<file path="src/rtl/sawc_ram.sv">
// Generic single-port synchronous RAM with registered read data.
`default_nettype none
module sawc_ram #(
  parameter int WIDTH = 32,
  parameter int DEPTH = 64,
  localparam int AW = (DEPTH > 1) ? $clog2(DEPTH) : 1
) (
  input  wire logic             clk_i,
  input  wire logic             we_i,
  input  wire logic             re_i,
  input  wire logic [AW-1:0]    addr_i,
  input  wire logic [WIDTH-1:0] wdata_i,
  output logic      [WIDTH-1:0] rdata_o
);
  logic [WIDTH-1:0] mem [DEPTH];

  always_ff @(posedge clk_i) begin
    if (we_i) begin
      mem[addr_i] <= wdata_i;
    end
    // hold read data between reads
    if (re_i) begin
      rdata_o <= mem[addr_i];
    end
  end
endmodule
`default_nettype wire

</file>
<file path="config.mk">
export PLATFORM = sky130hd
export DESIGN_NAME = sawc_ram
export DESIGN_NICKNAME = d
export VERILOG_FILES = /design/src/rtl/sawc_ram.sv
export SDC_FILE = /design/constraint.sdc
export NUM_CORES = 2
export LEC_CHECK = 0
export ABC_CLOCK_PERIOD_IN_PS = 4300
export BUFFER_PORTS_ARGS = -buffer_cell sky130_fd_sc_hd__buf_4
export CORE_MARGIN = 1
export CORE_UTILIZATION = 38
export CTS_BUF_LIST = sky130_fd_sc_hd__clkbuf_4 sky130_fd_sc_hd__clkbuf_8
export CTS_CLUSTER_SIZE = 16
export DETAILED_ROUTE_END_ITERATION = 10
export PLACE_DENSITY = 0.56
export SYNTH_ARGS = -nofsm -noshare
export SYNTH_HDL_FRONTEND = slang
export SYNTH_SLANG_ARGS = --single-unit
</file>
<file path="constraint.sdc">
create_clock -name clk_i -period 4.3 [get_ports clk_i]
set_input_delay 0 -clock clk_i [delete_from_list [all_inputs] [get_ports clk_i]]
set_output_delay 0 -clock clk_i [all_outputs]
set_load 0.01 [all_outputs]
</file>
==> insert_results.sql <==
INSERT INTO impl_metrics (metric_group, metric, value, unit) VALUES
('status', 'outcome', 'completed', ''),
('grt', 'grt_pass1_wl', '318000', 'um'),
('clocking', 'clkSlewWorstSetupHoldPaths', '0.06', 'ns'),
('sta', 'worst_clock_skew', '0.0684', 'ns'),
('clocking', 'clock_sink_count', '2080', ''),
('synth', 'synth.cell_area', '0.0792', 'mm^2'),
('worst_setup_path', 'reg2regPathDepth', '6', ''),
('sta', 'relSlewSlack', '0.269', ''),
('die', 'rows', '167', ''),
('worst_setup_path', 'setup.worst_path.end_class', 'flop', ''),
('worst_setup_path', 'reg2reg_slack', '1.41', 'ns'),
('sta', 'hold_viol', '0', ''),
('worst_setup_path', 'worst_path_max_delay_cell', 'sky130_fd_sc_hd__nor2b_4', ''),
('worst_setup_path', 'timing.rr.start', 'mem[15][0]', ''),
('synth', 'share_of_synthesized_area_occupied_by_flip_flops_and_latches', '0.788', ''),
('grt', 'grt_util_all_layers', '0.211', ''),
('detailed_routing', 'vias_cell', '5.71', ''),
('placement', 'dp_hpwl', '128000', 'um'),
('finish', 'fraction_of_final_layout_cells_sized_beyond_drive_strength_1', '0.231', ''),
('die', 'fp.dieH', '459', 'um'),
('synth', 'synth-seq-cells', '2080', ''),
('detailed_routing', 'drt-pass1-iter-count', '8', ''),
('clocking', 'tritoncts_clock_tree', 'built', ''),
('power', 'total_power', '41.3', 'mW'),
('sta', 'finalCritPeriodShare', '0.847', ''),
('die', 'start_util', '0.383', ''),
('worst_setup_path', 'timing.critical_path.cells', 'dlygate4sd3_1 -> buf_8 -> nor2b_4 -> buf_4 -> a22o_1 -> nor3_1 -> nor4b_1 -> o21ai_0 -> dlygate4sd3_1 -> nand4bb_1 -> dlygate4sd3_1', ''),
('worst_setup_path', 'setup_crit_path_kind', 'in2reg', ''),
('worst_setup_path', 'crit_fanout', '52', ''),
('power', 'power.ir.vdd_worst', '0.000391', 'V'),
('detailed_routing', 'antenna_violating_nets_post_route', '0', ''),
('worst_setup_path', 'worst_r2r_endpoint', 'rdata_o[0]', ''),
('worst_hold_path', 'hold_path.startpoint', 'wdata_i[30]', ''),
('sta', 'grt_setup_unrepaired', 'no', ''),
('clocking', 'root_buffer', 'sky130_fd_sc_hd__clkbuf_8', ''),
('die', 'dieArea', '0.210', 'mm^2'),
('synth', 'syn_area_per_cell', '18.7', 'um^2'),
('clocking', 'cts_htree_levels', '5', ''),
('die', 'placeable_area', '0.207', 'mm^2'),
('sta', 'worst_slew_pin_tran', '1.09', 'ns'),
('worst_setup_path', 'critical_path.startpoint_type', 'primary input', ''),
('worst_setup_path', 'cp.arrival', '4.56', 'ns'),
('finish', 'mostFrequentLayoutCell', 'sky130_fd_sc_hd__edfxtp_1', ''),
('die', 'floorplan.io_pins', '73', ''),
('detailed_routing', 'drt_drc_violations_left', '0', ''),
('sta', 'timing.fmax', '275', 'MHz'),
('worst_hold_path', 'timing.hold.worst.class', 'in2reg', ''),
('placement', 'numPlacedInstances', '7005', ''),
('synth', 'synth_enable_flop_cells', '2080', ''),
('detailed_routing', 'drt_first_iter_violations', '5001', ''),
('clocking', 'clock_path_buffers', '4', ''),
('grt', 'vias_in_the_first_global_route', '43500', ''),
('synth', 'synth-async-reset-ratio', '0', ''),
('finish', 'area.growth.synth_to_final', '15.5', '%'),
('die', 'chipWidth', '459', 'um'),
('placement', 'globalplace.congestion', '0.803', ''),
('synth', 'ys.flop_type', 'sky130_fd_sc_hd__edfxtp_1', ''),
('synth', 'syn_nets', '4280', ''),
('sta', 'setup-violations-final', '0', ''),
('finish', 'most-common-layout-cells', 'sky130_fd_sc_hd__edfxtp_1 (2,080), sky130_fd_sc_hd__clkbuf_8 (353), sky130_fd_sc_hd__mux2i_1 (259)', ''),
('worst_hold_path', 'min_delay_path_depth', '2', ''),
('power', 'powerDensity', '451', 'mW/mm^2'),
('synth', 'count_of_different_cell_masters_after_synthesis', '55', ''),
('sta', 'min_period', '3.64', 'ns'),
('worst_setup_path', 'path_common_cell', 'sky130_fd_sc_hd__dlygate4sd3_1', ''),
('synth', 'number_of_instances_in_the_synthesized_netlist', '4239', ''),
('synth', 'yosys_warnings', '0', ''),
('finish', 'finalNonFillerCells', '7628', ''),
('finish', 'finish.net_count', '4651', ''),
('placement', 'portBuffers', '72', ''),
('detailed_routing', 'drt-wirelength-per-cell', '29.4', 'um');
## repair_timing
action	CTS	global route
hold buffers	44	0
buffers inserted	0	0
gates resized for setup	0	0
endpoints found under the hold margin	2545	0
## logic make-up after synthesis
group | count (synthesis) | synth area share
AO/OA/AOI/OAI | 933 | 0.0863
flip-flops | 2080 | 0.788
multiplexers | 502 | 0.0809
buffers and inverters | 300 | 0.0168
AND/OR/NAND/NOR | 424 | 0.0279
## worst max path at each step
stage | start | end | slack, ns | cells after the start
after detailed placement | addr_i[0] | rdata_o[16] | 0.42 | 10
after floorplan | addr_i[2] | mem[15][0] | 1.06 | 8
final | addr_i[2] | rdata_o[31] | 0.66 | 11
after global routing | addr_i[2] | rdata_o[31] | 0.78 | 11
after CTS | addr_i[2] | rdata_o[31] | 0.94 | 11
after global placement | addr_i[0] | rdata_o[16] | 0.45 | 10
## stage by stage
| step | util | area, um^2 | setup WS [ns] |
|---|---|---|---|
| 2_1_floorplan | - | 79200 | 1.06 |
| 4_1_cts | 0.442 | 91500 | 0.938 |
| 5_1_grt | 0.442 | 91500 | 0.780 |
| 3_3_place_gp | 0.409 | 84800 | 0.446 |
| 6_report | 0.442 | 91500 | 0.659 |
| 3_5_place_dp | 0.409 | 84800 | 0.418 |
## registers in the layout, indices dropped and copies added (netlist names)
register and count:
rdata_o 32, mem 2048
## critical path: cells and delay by family
family,cells,cell delay (ns)
AOI/OAI and AO/OA,2,0.39
buffers and inverters,5,2.57
and+or+nand+nor,4,1.41
## area by class of cell
cell class | instances | area [um^2]
flip-flops and latches | 2080 | 62500
fillers | 17900 | 116000
well taps | 2788 | 3490
clock buffers | 469 | 5730
clock inverters | 100 | 559
multi-input cells | 1859 | 16100
repair buffers | 320 | 3190
inverters | 2 | 15.0
diodes | 10 | 25.0
## where the power goes
| group | internal, mW | switching (mW) | leakage, nW |
|---|---|---|---|
| sequential | 22.5 | 0.0886 | 18.7 |
| clock | 8.84 | 7.63 | 3.35 |
| combinational | 0.721 | 1.51 | 7.29 |
## Yosys cell counts, drive strengths merged (3+ instances only)
| library cell | instances | area, um^2 |
|---|---|---|
| a2111oi | 15 | 131 |
| a211oi | 17 | 128 |
| a21oi | 121 | 606 |
| a221o | 15 | 150 |
| a221oi | 175 | 1530 |
| a222oi | 16 | 160 |
| a22o | 66 | 578 |
| a22oi | 188 | 1410 |
| a31oi | 43 | 269 |
| and2 | 5 | 31.3 |
| and3 | 85 | 532 |
| buf | 129 | 682 |
| clkbuf | 169 | 638 |
| edfxtp | 2080 | 62500 |
| mux2 | 147 | 1660 |
| mux2i | 259 | 2590 |
| mux4 | 96 | 2160 |
| nand2 | 28 | 105 |
| nand2b | 18 | 113 |
| nand3 | 54 | 270 |
| nand4 | 3 | 18.8 |
| nor2 | 145 | 544 |
| nor2b | 8 | 50.1 |
| nor3 | 22 | 110 |
| nor4 | 14 | 87.6 |
| o21ai | 85 | 425 |
| o221ai | 6 | 52.6 |
| o22a | 70 | 613 |
| o22ai | 93 | 582 |
| o2bb2ai | 15 | 131 |
| or3 | 4 | 25.0 |
| or4 | 15 | 113 |
| or4b | 14 | 140 |
## per-layer routing
layer | up-vias | part of all wire | GRT usage
met5 | - | 0.00020 | 0
met4 | 8 | 0.028 | 0.0689
met3 | 358 | 0.077 | 0.0420
met2 | 1903 | 0.47 | 0.334
met1 | 22800 | 0.42 | 0.290
li1 | 18400 | - | -
No activity file was read; power rests on OpenSTA's default activity.
