--- src/rtl/sawc_pkg.sv ---
// Shared types, codes and default sizes of the set-associative write-back cache.
`default_nettype none
package sawc_pkg;

  localparam int DEF_NUM_SETS     = 16;
  localparam int DEF_NUM_WAYS     = 4;
  localparam int DEF_BLOCK_WORDS  = 16;
  localparam int DEF_ADDRESS_BITS = 32;

  // widest way index the meta command can carry (NUM_WAYS up to 16)
  localparam int WAY_MAX_W = 4;

  typedef enum logic [1:0] {
    MODE_READ  = 2'd0,
    MODE_WRITE = 2'd1,
    MODE_FILL  = 2'd2
  } mode_e;

  typedef enum logic [1:0] {
    KIND_DONE  = 2'd0,
    KIND_WB    = 2'd1,
    KIND_FETCH = 2'd2
  } kind_e;

  typedef enum logic [2:0] {
    ST_IDLE,
    ST_LOOKUP,
    ST_HIT_OUT,
    ST_WB_RD,
    ST_WB_OUT,
    ST_FETCH,
    ST_FILL_END,
    ST_FILL_RD
  } state_e;

  typedef struct packed {
    logic                 touch;      // hit: promote way to MRU
    logic                 set_dirty;  // write hit
    logic                 inval;      // victim dropped at miss
    logic                 fill;       // refill done: validate and promote
    logic                 fill_dirty;
    logic [WAY_MAX_W-1:0] way;
  } meta_cmd_t;

endpackage
`default_nettype wire

--- src/rtl/sawc_meta.sv ---
// Per-line valid, dirty and LRU rank state with victim selection.
`default_nettype none
module sawc_meta #(
  parameter int NUM_SETS = 16,
  parameter int NUM_WAYS = 4,
  localparam int SET_W = (NUM_SETS > 1) ? $clog2(NUM_SETS) : 1,
  localparam int WAY_W = $clog2(NUM_WAYS)
) (
  input  wire logic                   clk_i,
  input  wire logic                   rst_ni,
  input  wire logic [SET_W-1:0]       set_i,
  input  wire sawc_pkg::meta_cmd_t    cmd_i,
  output logic      [NUM_WAYS-1:0]    valid_o,
  output logic      [NUM_WAYS-1:0]    dirty_o,
  output logic      [WAY_W-1:0]       victim_o
);
  import sawc_pkg::*;

  localparam int LINES  = NUM_SETS * NUM_WAYS;
  localparam int LINE_W = $clog2(LINES);
  localparam int RW     = $clog2(NUM_WAYS);
  localparam logic [RW-1:0] MAX_RANK = RW'(NUM_WAYS - 1);

  logic [LINES-1:0] valid_q;
  logic [LINES-1:0] dirty_q;
  logic [RW-1:0]    rank_q [LINES];

  logic [RW-1:0]    rank_w [NUM_WAYS];
  logic [WAY_W-1:0] way;
  logic [RW-1:0]    mine;

  function automatic logic [LINE_W-1:0] line_of(input logic [SET_W-1:0] s, input int w);
    return LINE_W'(32'(s) * NUM_WAYS + w);
  endfunction

  assign way  = WAY_W'(cmd_i.way);
  assign mine = rank_w[way];

  always_comb begin
    for (int j = 0; j < NUM_WAYS; j++) begin
      valid_o[j] = valid_q[line_of(set_i, j)];
      dirty_o[j] = dirty_q[line_of(set_i, j)];
      rank_w[j]  = rank_q[line_of(set_i, j)];
    end
  end

  // first invalid way, else first way of largest rank
  always_comb begin
    logic found;
    found    = 1'b0;
    victim_o = '0;
    for (int j = 1; j < NUM_WAYS; j++) begin
      if (rank_w[j] > rank_w[victim_o]) begin
        victim_o = WAY_W'(j);
      end
    end
    for (int j = 0; j < NUM_WAYS; j++) begin
      if (!found && !valid_o[j]) begin
        found    = 1'b1;
        victim_o = WAY_W'(j);
      end
    end
  end

  always_ff @(posedge clk_i or negedge rst_ni) begin
    if (!rst_ni) begin
      valid_q <= '0;
      dirty_q <= '0;
      for (int l = 0; l < LINES; l++) begin
        rank_q[l] <= '0;
      end
    end else begin
      if (cmd_i.inval) begin
        valid_q[line_of(set_i, int'(way))] <= 1'b0;
        dirty_q[line_of(set_i, int'(way))] <= 1'b0;
        rank_q[line_of(set_i, int'(way))]  <= '0;
      end
      if (cmd_i.set_dirty) begin
        dirty_q[line_of(set_i, int'(way))] <= 1'b1;
      end
      if (cmd_i.touch || cmd_i.fill) begin
        for (int j = 0; j < NUM_WAYS; j++) begin
          if (WAY_W'(j) == way) begin
            rank_q[line_of(set_i, j)] <= '0;
          end else if (valid_o[j] && (cmd_i.fill || rank_w[j] < mine)
                       && rank_w[j] < MAX_RANK) begin
            rank_q[line_of(set_i, j)] <= rank_w[j] + 1'b1;
          end
        end
      end
      if (cmd_i.fill) begin
        valid_q[line_of(set_i, int'(way))] <= 1'b1;
        dirty_q[line_of(set_i, int'(way))] <= cmd_i.fill_dirty;
      end
    end
  end
endmodule
`default_nettype wire

--- config.mk ---
export PLATFORM = sky130hd
export DESIGN_NAME = sawc_meta
export DESIGN_NICKNAME = d
export VERILOG_FILES = /design/src/rtl/sawc_pkg.sv /design/src/rtl/sawc_meta.sv
export SDC_FILE = /design/constraint.sdc
export NUM_CORES = 1
export LEC_CHECK = 0
export ABC_AREA = 1
export ABC_CLOCK_PERIOD_IN_PS = 7200
export BUFFER_PORTS_ARGS = -buffer_cell sky130_fd_sc_hd__buf_2
export CORE_MARGIN = 2
export CORE_UTILIZATION = 30
export CTS_BUF_LIST = sky130_fd_sc_hd__clkbuf_8
export DETAILED_ROUTE_END_ITERATION = 8
export GPL_ROUTABILITY_DRIVEN = 0
export SYNTH_ARGS = -nofsm -noshare
export SYNTH_HDL_FRONTEND = slang
export SYNTH_SLANG_ARGS = --single-unit
export TNS_END_PERCENT = 5
--- constraint.sdc ---
create_clock -name clk_i -period 7.2 [get_ports clk_i]
set_clock_uncertainty 0.15 [all_clocks]
set_input_delay 1.08 -clock clk_i [delete_from_list [all_inputs] [get_ports clk_i]]
set_output_delay 1.08 -clock clk_i [all_outputs]
set_load 0.02 [all_outputs]
==> reports/summary.txt, run 1 <==
outcome - finished, final reports clean
Setup Buffers After CTS - 0
maximum vdd drop - 129 uV
Achievable Freq - 147 MHz
WHS - 0.254 ns
worst slew pin tran - 1.10 ns
Compound-Gate Fraction of Synth Area - 20.9%
Total Routed Length - 67300 um
placement row count - 92
sequential area share after synthesis - 33.6%
CP max-delay cell - a21oi_1
Sw Pwr - 2.36 mW
Hold Fails Final Rpt - 0
synth warn - 0
design area - 20600 um2
clock buffer depth - 3
Layout Nets - 2980
sw frac - 41.7%
critical-path cell list - buf_2, buf_4, nor2_8, clkinv_2, o22ai_1, o21ai_0, nand4_1, inv_1, ha_1, o22ai_1, o21ai_0, ha_1, a22oi_1, inv_1, nand3_1, o211ai_1, ha_1, inv_1, nor2_1, o21ai_0, nand2_1, o21ai_0, a21oi_1, buf_2
Critical Path Start - set_i[1]
die area - 65500 um2
Critical Path Most Common Cell - o21ai_0
leak pwr - 10.8 nW
Synth Area in Simple Gates - 31.7%
largest net degree at the start of global routing - 257
largest family of logic cells by synthesized area - simple AND/OR/NAND/NOR gates
Synth Flop Type - dfrtp_1
Port Buffers - 22
non-filler cells, final - 3837
synth top area cells - dfrtp_1, nand2_1, o21ai_0
clk slew on worst S/H paths - 0.06 ns
DR iter-0 viols - 1857
CP max FO - 17
Worst EP arrival - 5.58 ns
Die H - 256 um
cts hold-fix bufs - 0
PostCTS Resize Cnt - 0
via total after detailed routing - 19600
Critical Path End Type - output port
drt wl/cell - 17.5 um
total grt overflow - 0
vias per std cell - 5.11
Clock Sinks - 256
RR Startpoint - rank_q[65]
Detailed Routing Iterations Pass 1 - 5
RSZ-0062 raised after global routing - false
crit share post-route - 94.6%
H-tree Lvls - 2
post-synthesis adder-cell area fraction - 0.986%
Synth Register Bits - 256
Mapped Cells - 3032
number of remaining DRC errors - 0
asr flop ratio synth - 100%
Core Region - 62900 um2
proportion of power drawn by combinational gates - 36.9%
filler instances - 6978
power share of the clock group - 27.7%
number of flops mapped to enable cells by yosys - 0
CTS tree - done
DP HPWL - 42700 um
Seq pwr share - 35.4%
clock latency on the worst-skew pair - 0.67 ns
Top delay family on crit path - compound AO/OA/AOI/OAI gates
Slew HR - 26.6%
maxcap violations - 0
placed cell area - 19600 um2
final setup vio count - 0
Final WS setup - 0.391 ns
Root Buffer Master - clkbuf_8
Final Slew Violations - 0
Die Wd - 256 um
slowest stage delay, CP - 0.38 ns
initial antenna violation count - 5
post-synthesis mux area share - 0%
Yosys top cell area share - 33.6%
Int Power - 3.31 mW
Syn Nets - 3062
Antenna Nets Post-Route - 0
Worst EP required - 5.97 ns
top-count cell post-synth - nand2_1
synthesized area - 19000 um2
vias in the first global route - 18000
XOR/XNOR Fraction of Synth Area - 0%
Hold Path Class - in2async
CP Launch Type - input port
gr usage total - 20.3%
P&R area growth vs syn - 8.30%
Commonest cells post-synth - nand2_1, inv_1, nor2_1
minimum clock period - 6.81 ns
Critical path buffers and inverters - 7
kind of critical path - in2out
pre-CTS setup slack - 0.224 ns
largest area contributor in the netlist - dfrtp_1
syn_area_per_cell - 6.28 um2
Num CTS Buffers - 50
Unique masters post-synth - 36
dpl cells - 3744
pwr dens - 275 nW/um2
Starting Density - 30.3%
first-pass GRT wire length - 106000 um
layout cells sized above 1 - 6.87%
setup_tns - 0 ns
IO Pins - 25
[cell type report]
class	instances	area [um2]	area share (%)
clock buffers	70	963	4.67
multi-input cells	2203	10200	49.5
repair buffers	66	468	2.27
clock inverters	18	82.6	0.401
flip-flops and latches	256	6410	31.1
well taps	846	1060	5.13
diodes	5	12.5	0.0607
inverters	373	1410	6.86
[cell usage in the layout (no fill, tap or decap), types with 3 or more instances in the layout]
cell type	count
buf_4	44
diode_2	5
o22ai_1	16
nand2_2	6
dfrtp_1	256
inv_4	3
o21ai_1	18
a32oi_1	32
nand4_1	6
or4_1	4
nor2_4	12
nor2_1	325
a22o_1	25
nand2_1	990
o21ai_0	315
a21oi_1	177
buf_2	19
inv_2	20
clkinv_2	3
ha_1	15
o31ai_1	27
nor2_2	8
a22oi_1	76
clkbuf_8	70
inv_1	360
nand3_1	132
nand2_4	9
[cells by family after synthesis]
| group | count (synthesis) |
|---|---|
| simple gates | 1496 |
| compound gates | 692 |
| buf+inv | 573 |
| flops | 256 |
| fa+ha+maj | 15 |
[worst paths after layout]
kind / endpoint / slack (ns) / depth (start not counted)
max: victim_o[0] / 0.39 / 24
min: rank_q[5] / 0.25 / 1
max reg2reg: rank_q[88] / 3.26 / 14
min reg2reg: valid_q[31] / 0.32 / 2
max in group asynchronous: rank_q[126] / 5.22 / 2
min in group clk_i: valid_q[31] / 0.32 / 2
[per-stage QoR]
step,util (%),power (mW)
global placement,31.1,4.08
finish,32.8,5.67
global route,32.8,6.09
detailed placement,31.1,4.09
CTS,32.8,5.67
floorplan,-,3.54
[state kept, by name, summed over array words and instances, names as in the netlist]
register  cells
valid_q      64
dirty_q      64
rank_q      128
[per-layer routing]
metal  up-vias  global-route usage [%]  share of wire, %
met2       774                    32.0                45
met4         2                    7.99               3.5
met1      9095                    27.7                43
met3       137                    3.39               8.1
li1       9587                       -                 -
met5         -                       0             0.012
[power groups by stage]
stage	Combinational [mW]	Sequential [mW]	Clock (mW)
floorplan	1.61	1.93	0
finish	2.09	2.01	1.57
global placement	2.05	2.03	0
global route	2.39	2.04	1.66
CTS	2.08	2.00	1.59
detailed placement	2.07	2.02	0
Power figures use the tool's default switching activity.
==> run 2, diff against run 1 <==
--- a/config.mk
+++ b/config.mk
@@ -13,6 +13,7 @@
 export CTS_BUF_LIST = sky130_fd_sc_hd__clkbuf_8
 export DETAILED_ROUTE_END_ITERATION = 8
 export GPL_ROUTABILITY_DRIVEN = 0
+export PLACE_DENSITY = 0.54
 export SYNTH_ARGS = -nofsm -noshare
 export SYNTH_HDL_FRONTEND = slang
 export SYNTH_SLANG_ARGS = --single-unit
==> reports/summary.txt, run 2 (synthesis gave the netlist of run 1 again) <==
non-filler cells, final - 3839 (+0.052%)
total grt overflow - 0 (unchanged)
DR iter-0 viols - 2022 (+8.9%)
Achievable Freq - 146 MHz (-0.58%)
final setup vio count - 0 (unchanged)
crit share post-route - 95.1% (+0.55 points)
DP HPWL - 43900 um (+2.6%)
number of remaining DRC errors - 0 (unchanged)
leak pwr - 10.9 nW (+0.41%)
Reg with most FFs - rank_q
initial antenna violation count - 3 (-2)
Starting Density - 30.3% (unchanged)
Critical Path End Type - output port
vias in the first global route - 17900 (-0.29%)
Final WS setup - 0.352 ns (-0.0397 ns)
Hold Fails Final Rpt - 0 (unchanged)
Final Slew Violations - 0 (unchanged)
Root Buffer Master - clkbuf_8
Critical Path Most Common Cell - inv_1
pwr dens - 278 nW/um2 (+1.3%)
met3 Use GR - 3.45% (+0.059 points)
RSZ-0062 raised after global routing - false
first-pass GRT wire length - 110000 um (+3.8%)
Antenna Nets Post-Route - 0 (unchanged)
worst slew pin tran - 1.14 ns (+0.0341 ns)
design area - 20700 um2 (+0.22%)
commonest non-fill, non-tap cell in the layout - nand2_1
gr usage total - 21.3% (+0.98 points)
WHS - 0.299 ns (+0.0446 ns)
P&R area growth vs syn - 8.54%
vias per std cell - 5.11 (+0.12%)
RR Startpoint - rank_q[91]
clock buffer depth - 3 (unchanged)
Clock Sinks - 256 (unchanged)
Critical path buffers and inverters - 7 (unchanged)
worst reg-to-reg setup slack - 3.33 ns (+0.07 ns)
Final Core Density - 32.9% (+0.074 points)
drt wl/cell - 18.4 um (+4.9%)
H-tree Lvls - 2 (unchanged)
Worst EP required - 5.97 ns (about the same)
via total after detailed routing - 19600 (+0.17%)
pre-CTS setup slack - 0.354 ns (+0.130 ns)
Slew HR - 24.2% (-2.4 points)
CP Launch Type - input port
placed cell area - 19500 um2 (about the same)
Die Wd - 256 um (unchanged)
Largest register FFs - 128 (unchanged)
top flop regs - rank_q x128, dirty_q x64, valid_q x64
minimum clock period - 6.85 ns (+0.0397 ns)
placement row count - 92 (unchanged)
FF-to-FF End - rank_q[19]
clock latency on the worst-skew pair - 0.66 ns (about the same)
slowest stage delay, CP - 0.68 ns (+0.30 ns)
dpl cells - 3740 (-0.11%)
Total Routed Length - 70600 um (+4.9%)
IO Pins - 25 (unchanged)
Crit. path cell count - 22 (-8.3%)
M2 GR Usage - 33.6% (+1.6 points)
critical-path cell list - buf_2, nor2_1, o21ai_0, nand4_1, inv_1, ha_1, o22ai_1, o21ai_0, ha_1, a22oi_1, inv_1, nand3_1, o211ai_1, ha_1, inv_1, nor2_1, o21ai_0, nand2_1, o311ai_0, buf_4, inv_1, buf_2
kind of critical path - in2out
Num CTS Buffers - 52 (+4.0%)
CTS tree - done
Top delay family on crit path - compound AO/OA/AOI/OAI gates
Final Power - 5.75 mW (+1.5%)
Worst EP arrival - 5.62 ns (+0.04 ns)
Port Buffers - 22 (unchanged)
CP max-delay cell - nor2_1
Detailed Routing Iterations Pass 1 - 8 (+3)
layout cells sized above 1 - 6.92% (+0.053 points)
grt met1 use - 29.6% (+1.8 points)
die area - 65500 um2 (unchanged)
Hold Path Class - in2async
largest net degree at the start of global routing - 131 (-49%)
commonest cells after routing, fill and taps aside - nand2_1, inv_1, nor2_1, o21ai_0, dfrtp_1
gr busiest metal - met2
CP max FO - 8 (-9)
Layout Nets - 2980 (unchanged)
R2R depth - 14 (unchanged)
setup_tns - 0 ns (unchanged)
maximum vdd drop - 124 uV (-4.1%)
Die H - 256 um (unchanged)
clk slew on worst S/H paths - 0.06 ns (about the same)
Core Region - 62900 um2 (unchanged)
outcome - finished, final reports clean
maxcap violations - 0 (unchanged)
-- run 2: worst max-delay path by stage --
stage	from	end	slack, ns
3_3_place_gp	set_i[0]	victim_o[1]	0.34
4_1_cts	set_i[0]	victim_o[1]	0.31
5_1_grt	set_i[1]	victim_o[1]	0.02
2_1_floorplan	set_i[0]	victim_o[1]	1.12
6_report	set_i[2]	victim_o[1]	0.35
3_5_place_dp	set_i[0]	victim_o[1]	0.35
-- run 2: what timing repair did --
action | in CTS | in global routing
endpoints found under the setup margin | 0 | 2
gates resized for setup | 0 | 4
buffers inserted | 0 | 2
hold buffers | 0 | 0
endpoints found under the hold margin | 0 | 0
-- run 2: area by class of cell --
cell class                 count  area, um2
clock buffer                  70        963
clock inverter                26        139
inverter                     373       1420
timing repair buffer          64        467
fill                        7026      42200
sequential                   256       6410
multi-input combinational   2203      10200
tap                          846       1060
antenna                        1       2.50
-- run 2: report_power, final --
group          switching [mW]  total [mW]  internal [mW]
combinational            1.44        2.11          0.665
clock                   0.748        1.65          0.899
sequential              0.214        2.00           1.79
-- run 2: metal layers --
metal | up-vias | wire (um)
met5 | - | 0
met4 | 0 | 2300
met3 | 127 | 4760
met2 | 662 | 31800
met1 | 9263 | 31800
li1 | 9577 | -
